**src/hw/rtl/rcmv_pkg.sv**
```systemverilog
// ----------------------------------------------------------------------------
// rcmv_pkg
// Request and response types, widths and saturating add for the rod cutting
// block.
// ----------------------------------------------------------------------------
package rcmv_pkg;

   localparam int PRICE_FIELD_BITS = 16;
   localparam int VALUE_BITS       = 22;

   typedef struct packed {
      logic [PRICE_FIELD_BITS-1:0] price;
      logic                        last_price;
   } req_type;

   typedef struct packed {
      logic [VALUE_BITS-1:0] best_value;
      logic                  truncated;
   } rsp_type;

   function automatic logic [VALUE_BITS-1:0] sat_add(
      input logic [VALUE_BITS-1:0]       a,
      input logic [PRICE_FIELD_BITS-1:0] p
   );
      logic [VALUE_BITS:0] sum;
      sum = {1'b0, a} + (VALUE_BITS+1)'(p);
      return sum[VALUE_BITS] ? {VALUE_BITS{1'b1}} : sum[VALUE_BITS-1:0];
   endfunction

endpackage

```
**src/hw/rtl/rcmv_ram.sv**
```systemverilog
// ----------------------------------------------------------------------------
// rcmv_ram
// Simple dual-port RAM: one write port, one read port, registered read data.
// ----------------------------------------------------------------------------
module rcmv_ram #(
   parameter int WIDTH = 16,
   parameter int DEPTH = 64,
   parameter int AW    = (DEPTH > 1) ? $clog2(DEPTH) : 1
) (
   input  logic             clock,
   input  logic             wr_en,
   input  logic [AW-1:0]    wr_addr,
   input  logic [WIDTH-1:0] wr_data,
   input  logic [AW-1:0]    rd_addr,
   output logic [WIDTH-1:0] rd_data
);

   logic [WIDTH-1:0] mem_ff [DEPTH];
   logic [WIDTH-1:0] rd_data_ff;

   always_ff @(posedge clock) begin
      if (wr_en) begin
         mem_ff[wr_addr] <= wr_data;
      end
      rd_data_ff <= mem_ff[rd_addr];
   end

   assign rd_data = rd_data_ff;

endmodule

```
**src/hw/rtl/rcmv_relax.sv**
```systemverilog
// ----------------------------------------------------------------------------
// rcmv_relax
// Table update: max of the current entry and the shorter entry plus a price.
// ----------------------------------------------------------------------------
module rcmv_relax (
   input  logic [rcmv_pkg::VALUE_BITS-1:0]       cur_value,
   input  logic [rcmv_pkg::VALUE_BITS-1:0]       base_value,
   input  logic [rcmv_pkg::PRICE_FIELD_BITS-1:0] price,
   output logic [rcmv_pkg::VALUE_BITS-1:0]       new_value
);

   logic [rcmv_pkg::VALUE_BITS-1:0] cand;

   always_comb begin
      cand      = rcmv_pkg::sat_add(base_value, price);
      new_value = (cand > cur_value) ? cand : cur_value;
   end

endmodule

```
**src/hw/rtl/rod_cutting_max_value.sv**
```systemverilog
// ----------------------------------------------------------------------------
// rod_cutting_max_value
// Rod cutting maximum value over a price list, table held in block RAM.
// ----------------------------------------------------------------------------
// Requests carry one price each; a request is taken when start is high and
// busy is low, and the request flagged last_price closes the list. Prices
// past MAX_LEN are dropped and reported through truncated.
// A non-closing request leaves busy low. A closing request of length n
// keeps busy high while the table is built: one table update per cycle in
// a pass, held between passes for the price fetch (S_P0/S_P0W, S_PK/S_PKW),
// with two read ports on a mirrored table RAM.
// The single response appears on rsp_item with rsp_valid high for exactly
// one cycle, in the cycle busy falls; the receiver cannot hold it off.
// Reset clears the list count and the overflow flag; RAM contents are not
// cleared, since only entries written for the current list are read.
// ----------------------------------------------------------------------------
module rod_cutting_max_value #(
   parameter int MAX_LEN    = 64,
   parameter int PRICE_BITS = 16
) (
   input  logic              clock,
   input  logic              reset,
   input  logic              start,
   output logic              busy,
   input  rcmv_pkg::req_type req_item,
   output logic              rsp_valid,
   output rcmv_pkg::rsp_type rsp_item
);

   localparam int VB  = rcmv_pkg::VALUE_BITS;
   localparam int FB  = rcmv_pkg::PRICE_FIELD_BITS;
   localparam int PW  = (PRICE_BITS < FB) ? PRICE_BITS : FB;
   localparam int APW = (MAX_LEN > 1) ? $clog2(MAX_LEN) : 1;
   localparam int CW  = $clog2(MAX_LEN + 1);

   typedef enum logic [3:0] {
      S_IDLE, S_P0, S_P0W, S_INIT, S_PK, S_PKW, S_RUN, S_FIN, S_RD, S_OUT
   } state_type;

   state_type         state_ff, state_in;
   logic [CW-1:0]     count_ff, count_in;
   logic              ovf_ff, ovf_in;
   logic [CW-1:0]     n_ff, n_in;
   logic [CW-1:0]     j_ff, j_in;
   logic [CW-1:0]     k_ff, k_in;
   logic [CW-1:0]     wj_ff, wj_in;
   logic              v_ff, v_in;
   logic [FB-1:0]     price_ff, price_in;
   logic [VB-1:0]     acc_ff, acc_in;
   logic              rsp_valid_ff, rsp_valid_in;
   rcmv_pkg::rsp_type rsp_ff, rsp_in;

   logic              accept;
   logic              has_room;
   logic              p_we;
   logic [APW-1:0]    p_waddr;
   logic [PW-1:0]     p_wdata;
   logic [APW-1:0]    p_raddr;
   logic [PW-1:0]     p_rdata;
   logic              b_we;
   logic [CW-1:0]     b_waddr;
   logic [VB-1:0]     b_wdata;
   logic [CW-1:0]     b_raddr_a;
   logic [CW-1:0]     b_raddr_b;
   logic [VB-1:0]     b_rdata_a;
   logic [VB-1:0]     b_rdata_b;
   logic [VB-1:0]     relax_value;

   rcmv_ram #(.WIDTH(PW), .DEPTH(MAX_LEN), .AW(APW)) u_price_ram (
      .clock   (clock),
      .wr_en   (p_we),
      .wr_addr (p_waddr),
      .wr_data (p_wdata),
      .rd_addr (p_raddr),
      .rd_data (p_rdata)
   );

   rcmv_ram #(.WIDTH(VB), .DEPTH(MAX_LEN + 1), .AW(CW)) u_best_ram_a (
      .clock   (clock),
      .wr_en   (b_we),
      .wr_addr (b_waddr),
      .wr_data (b_wdata),
      .rd_addr (b_raddr_a),
      .rd_data (b_rdata_a)
   );

   rcmv_ram #(.WIDTH(VB), .DEPTH(MAX_LEN + 1), .AW(CW)) u_best_ram_b (
      .clock   (clock),
      .wr_en   (b_we),
      .wr_addr (b_waddr),
      .wr_data (b_wdata),
      .rd_addr (b_raddr_b),
      .rd_data (b_rdata_b)
   );

   rcmv_relax u_relax (
      .cur_value  (b_rdata_a),
      .base_value (b_rdata_b),
      .price      (price_ff),
      .new_value  (relax_value)
   );

   assign busy     = (state_ff != S_IDLE);
   assign accept   = start && (state_ff == S_IDLE);
   assign has_room = (count_ff < CW'(MAX_LEN));

   always_comb begin
      p_we      = accept && has_room;
      p_waddr   = count_ff[APW-1:0];
      p_wdata   = req_item.price[PW-1:0];
      p_raddr   = (state_ff == S_P0) ? APW'(0) : k_ff[APW-1:0];
      b_raddr_a = (state_ff == S_RD) ? n_ff : j_ff;
      b_raddr_b = j_ff - k_ff - CW'(1);
      if (state_ff == S_INIT) begin
         b_we    = 1'b1;
         b_waddr = j_ff;
         b_wdata = acc_ff;
      end else begin
         b_we    = v_ff;
         b_waddr = wj_ff;
         b_wdata = relax_value;
      end
   end

   always_comb begin
      state_in     = state_ff;
      count_in     = count_ff;
      ovf_in       = ovf_ff;
      n_in         = n_ff;
      j_in         = j_ff;
      k_in         = k_ff;
      wj_in        = j_ff;
      v_in         = 1'b0;
      price_in     = price_ff;
      acc_in       = acc_ff;
      rsp_valid_in = 1'b0;
      rsp_in       = rsp_ff;
      unique case (state_ff)
         S_IDLE: begin
            if (accept) begin
               if (has_room) begin
                  count_in = count_ff + CW'(1);
               end else begin
                  ovf_in = 1'b1;
               end
               if (req_item.last_price) begin
                  n_in     = has_room ? count_ff + CW'(1) : count_ff;
                  state_in = S_P0;
               end
            end
         end
         S_P0: begin
            state_in = S_P0W;
         end
         S_P0W: begin
            price_in = FB'(p_rdata);
            acc_in   = '0;
            j_in     = '0;
            state_in = S_INIT;
         end
         S_INIT: begin
            acc_in = rcmv_pkg::sat_add(acc_ff, price_ff);
            j_in   = j_ff + CW'(1);
            if (j_ff == n_ff) begin
               k_in     = CW'(1);
               state_in = (n_ff == CW'(1)) ? S_FIN : S_PK;
            end
         end
         S_PK: begin
            state_in = S_PKW;
         end
         S_PKW: begin
            price_in = FB'(p_rdata);
            j_in     = k_ff + CW'(1);
            state_in = S_RUN;
         end
         S_RUN: begin
            v_in  = 1'b1;
            wj_in = j_ff;
            j_in  = j_ff + CW'(1);
            if (j_ff == n_ff) begin
               k_in     = k_ff + CW'(1);
               state_in = (k_ff + CW'(1) == n_ff) ? S_FIN : S_PK;
            end
         end
         S_FIN: begin
            state_in = S_RD;
         end
         S_RD: begin
            state_in = S_OUT;
         end
         S_OUT: begin
            rsp_valid_in       = 1'b1;
            rsp_in.best_value  = b_rdata_a;
            rsp_in.truncated   = ovf_ff;
            count_in           = '0;
            ovf_in             = 1'b0;
            state_in           = S_IDLE;
         end
         default: begin
            state_in = S_IDLE;
         end
      endcase
   end

   always_ff @(posedge clock) begin
      if (reset) begin
         state_ff     <= S_IDLE;
         count_ff     <= '0;
         ovf_ff       <= 1'b0;
         v_ff         <= 1'b0;
         rsp_valid_ff <= 1'b0;
      end else begin
         state_ff     <= state_in;
         count_ff     <= count_in;
         ovf_ff       <= ovf_in;
         v_ff         <= v_in;
         rsp_valid_ff <= rsp_valid_in;
      end
      n_ff     <= n_in;
      j_ff     <= j_in;
      k_ff     <= k_in;
      wj_ff    <= wj_in;
      price_ff <= price_in;
      acc_ff   <= acc_in;
      rsp_ff   <= rsp_in;
   end

   assign rsp_valid = rsp_valid_ff;
   assign rsp_item  = rsp_ff;

endmodule
```
**config.mk**
```make
export PLATFORM = sky130hd
export DESIGN_NAME = rod_cutting_max_value
export DESIGN_NICKNAME = d
export VERILOG_FILES = /design/src/hw/rtl/rcmv_pkg.sv /design/src/hw/rtl/rcmv_ram.sv /design/src/hw/rtl/rcmv_relax.sv /design/src/hw/rtl/rod_cutting_max_value.sv
export SDC_FILE = /design/constraint.sdc
export NUM_CORES = 2
export LEC_CHECK = 0
export BUFFER_PORTS_ARGS = -buffer_cell sky130_fd_sc_hd__buf_4
export CAP_MARGIN = 20
export CORE_MARGIN = 2
export CORE_UTILIZATION = 45
export DETAILED_ROUTE_END_ITERATION = 12
export PLACE_DENSITY = 0.63
export REMOVE_ABC_BUFFERS = 1
export SLEW_MARGIN = 15
export SYNTH_ARGS = -nofsm -noshare
export SYNTH_HDL_FRONTEND = slang
export SYNTH_HIERARCHICAL = 1
export SYNTH_SLANG_ARGS = --single-unit
```
**constraint.sdc**
```tcl
create_clock -name clock -period 17.3 [get_ports clock]
set_input_delay 5.19 -clock clock [delete_from_list [all_inputs] [get_ports clock]]
set_output_delay 5.19 -clock clock [all_outputs]
set_load 0.02 [all_outputs]
```
==> impl_metrics.ini <==
[outcome]
status = finished, final reports clean

[final_layout]
utilization_pct = 51.0
regArea_sq_mm = 0.121
final_cell_mix = edfxtp_1 (3966), mux4_2 (662), mux2i_1 (614)
drive_gt1_share_pct = 21.6
syn_to_final_growth_pct = 12.8
nNetsFinal = 8462
final_common_cell = edfxtp_1
fin_cells = 13500
multi_input_area_sq_mm = 0.0369
n_fill_cell = 27900

[sta]
setup_viol = 0
hold_viol = 0
whs_ns = 0.438
final.period_utilization_pct = 46.4
clock_skew_ns = 0.0959
fin_crit_ns = 8.03
setup_slack_ns = 9.27
worst_pin_slew_ns = 1.26
slew_viol_final = 0
grt_setup_unrepaired = no
slew-limit-headroom_pct = 15.9
fmax_ghz = 0.125

[routing]
drt_iter0_markers = 9364
drc = 0
viasPerCell = 6.10
wl_per_cell_um = 30.9
routed_wl_um = 416000
drt_first_pass_iters = 6
ant_nets = 0
via_count = 82100

[synth]
synth_seq_area_share_pct = 75.8
synth-async-reset-ratio_pct = 0
synth.avg_cell_area_sq_um = 19.7
synth_flop_cell = edfxtp_1
synth_seq_cells = 4047
synth_edf_count = 3966
syn-cell-area_sq_mm = 0.159
yosys_warnings = 6
synth_cells = 8100
synth.distinct_cells = 89

[cts]
hold_buffers = 0
cts_tree = built
cts-buffers-inserted = 409
cts_num_sinks = 4047
cts_resized = 0
h-tree-depth = 5
post_cts_buffers = 0
clk_path_buf_depth = 4
cts_root_buf = clkbuf_16
clk_latency_ns = 1.00
cts.clk_slew.worst_paths_ns = 0.06

[floorplan]
die_x_um = 599
fp.dieH_um = 599
core_area_sq_mm = 0.352
ios = 45
dieArea_sq_mm = 0.359
start_util_pct = 45.2
core.rowCount = 218

[min_path]
hold_path_class = reg -> reg
hold_start = u_price_ram/rd_data[2]
min_path_cells = 0
worstHoldEndpoint = price_ff[2]

[power]
totalPowerFinal_mw = 20.5
p_comb_share_pct = 3.8
powerDensity_mw_per_mm2 = 114
p_int_mw = 16.2
clkPwrFrac_pct = 42.6
switching_share_pct = 21.1
switchingPower_mw = 4.33
max-vdd-ir-drop_mv = 0.103
pwr-share-seq_pct = 53.6
power.leakage_nw = 57.9

[worst_setup_path]
critPathLaunchType = register
r2r_slack_ns = 10.30
crit_path_max_fanout = 10
worstSetupPathType = reg -> out
arrival_ns = 2.84
r2r-start = price_ff[0]
end_kind = primary output
worst_r2r_path_depth = 18
worstPathRequired_ns = 12.11
r2r_end = u_best_ram_b/mem_ff[27][3]

[global_route]
grt_pass1_wl_um = 589000
grt_usage_pct = 22.9
grt_pass1_vias = 81000
antenna_found_initial = 26
grt-ovfl-total = 0
grt_max_degree = 141

[placement]
port_buffers = 44
dp.final_hpwl_um = 227000
placed_cells = 12700
post-place-ws_ns = 9.09
place_congestion = 0.839

[job]
cap_violations = 0
worst max-delay path by stage:
stage	slack, ns	from	cells past startpoint	end
floorplan	-16.23	j_ff[0]	8	u_best_ram_b/rd_data[20]
finish	9.27	state_ff[0]	3	busy
global placement	9.22	start	7	u_price_ram/mem_ff[58][4]
CTS	9.28	state_ff[0]	3	busy
detailed placement	9.09	start	7	u_price_ram/mem_ff[2][11]
global route	9.22	state_ff[0]	3	busy
cells in the mapped netlist (24+ instances only):
| master | n | area share (%) |
|---|---|---|
| clkbuf_1 | 177 | 0.42 |
| edfxtp_1 | 3966 | 75 |
| nand3_1 | 81 | 0.25 |
| nor2_1 | 278 | 0.66 |
| a211oi_1 | 271 | 1.3 |
| o21ai_0 | 113 | 0.36 |
| mux2_2 | 87 | 0.62 |
| nand2_1 | 297 | 0.70 |
| inv_1 | 47 | 0.11 |
| nand4_1 | 24 | 0.094 |
| xnor2_1 | 38 | 0.21 |
| a221oi_1 | 62 | 0.34 |
| or3_1 | 46 | 0.18 |
| buf_4 | 36 | 0.17 |
| nor3_1 | 36 | 0.11 |
| mux2i_1 | 614 | 3.9 |
| a21oi_1 | 145 | 0.46 |
| buf_6 | 46 | 0.33 |
| mux4_2 | 662 | 9.4 |
| o22ai_1 | 54 | 0.21 |
| dfxtp_1 | 81 | 1.0 |
| nor2b_1 | 176 | 0.69 |
| ha_1 | 63 | 0.50 |
| o221ai_1 | 90 | 0.50 |
| a22oi_1 | 39 | 0.18 |
| a31oi_1 | 62 | 0.24 |
| buf_2 | 169 | 0.53 |
| nor4_1 | 47 | 0.18 |
routing by layer:
layer	global-route usage [%]	part of all wire, %	wire, um	vias to the layer above
li1	-	-	-	34000
met5	0	0.0089	37	-
met2	36.8	48	199000	3715
met1	32.4	41	171000	43700
met3	3.54	7.8	32500	706
met4	7.02	3.2	13500	6
worst max-delay path, stage by stage (launching register included):
cell and delay (ns):
dfxtp_1 0.42, nor4_1 0.69, inv_1 0.46, buf_4 0.29
through the flow:
| stage | area, sq um | TNS (ns) |
|---|---|---|
| CTS | 179000 | 0 |
| global route | 180000 | 0 |
| global placement | 166000 | 0 |
| detailed placement | 166000 | 0 |
| finish | 180000 | 0 |
| floorplan | 157000 | -435.40 |
layout make-up:
type	count	share of cell area [%]
multi-input cells	3551	20.5
inverters	47	0.0982
well taps	4730	3.29
repair buffers	320	1.49
clock inverters	234	1.31
flip-flops and latches	4047	67.2
diodes	17	0.0237
clock buffers	519	6.07
flip-flops by register name, summed over array words and instances, names as in the netlist, 7 cells and up:
signal                count
acc_ff                   22
count_ff                  7
j_ff                      7
k_ff                      7
n_ff                      7
price_ff                 16
rsp_item                 23
u_best_ram_a/mem_ff    1430
u_best_ram_a/rd_data     22
u_best_ram_b/mem_ff    1430
u_best_ram_b/rd_data     22
u_price_ram/mem_ff     1024
u_price_ram/rd_data      16
wj_ff                     7
power groups by stage:
stage               clock network, mW  registers, mW  logic [mW]
global placement                    0           11.2       0.742
global route                     9.24           11.0       0.828
CTS                              8.87           11.0       0.774
detailed placement                  0           11.2       0.773
floorplan                           0           11.2       0.556
finish                           8.74           11.0       0.773
logic make-up (layout without fill, tap and decap cells):
| logic type | after synthesis | after routing | synth area share [%] |
|---|---|---|---|
| AOI/OAI and AO/OA | 946 | 946 | 4.16 |
| xor gates and xnor gates | 60 | 60 | 0.330 |
| adders and majority gates | 66 | 66 | 0.533 |
| buffers and inverters | 502 | 1120 | 1.72 |
| DFF | 4047 | 4047 | 75.8 |
| muxes | 1377 | 1377 | 14.0 |
| other | 0 | 17 | 0 |
| and+or+nand+nor | 1102 | 1102 | 3.46 |
Power figures use the tool's default switching activity.
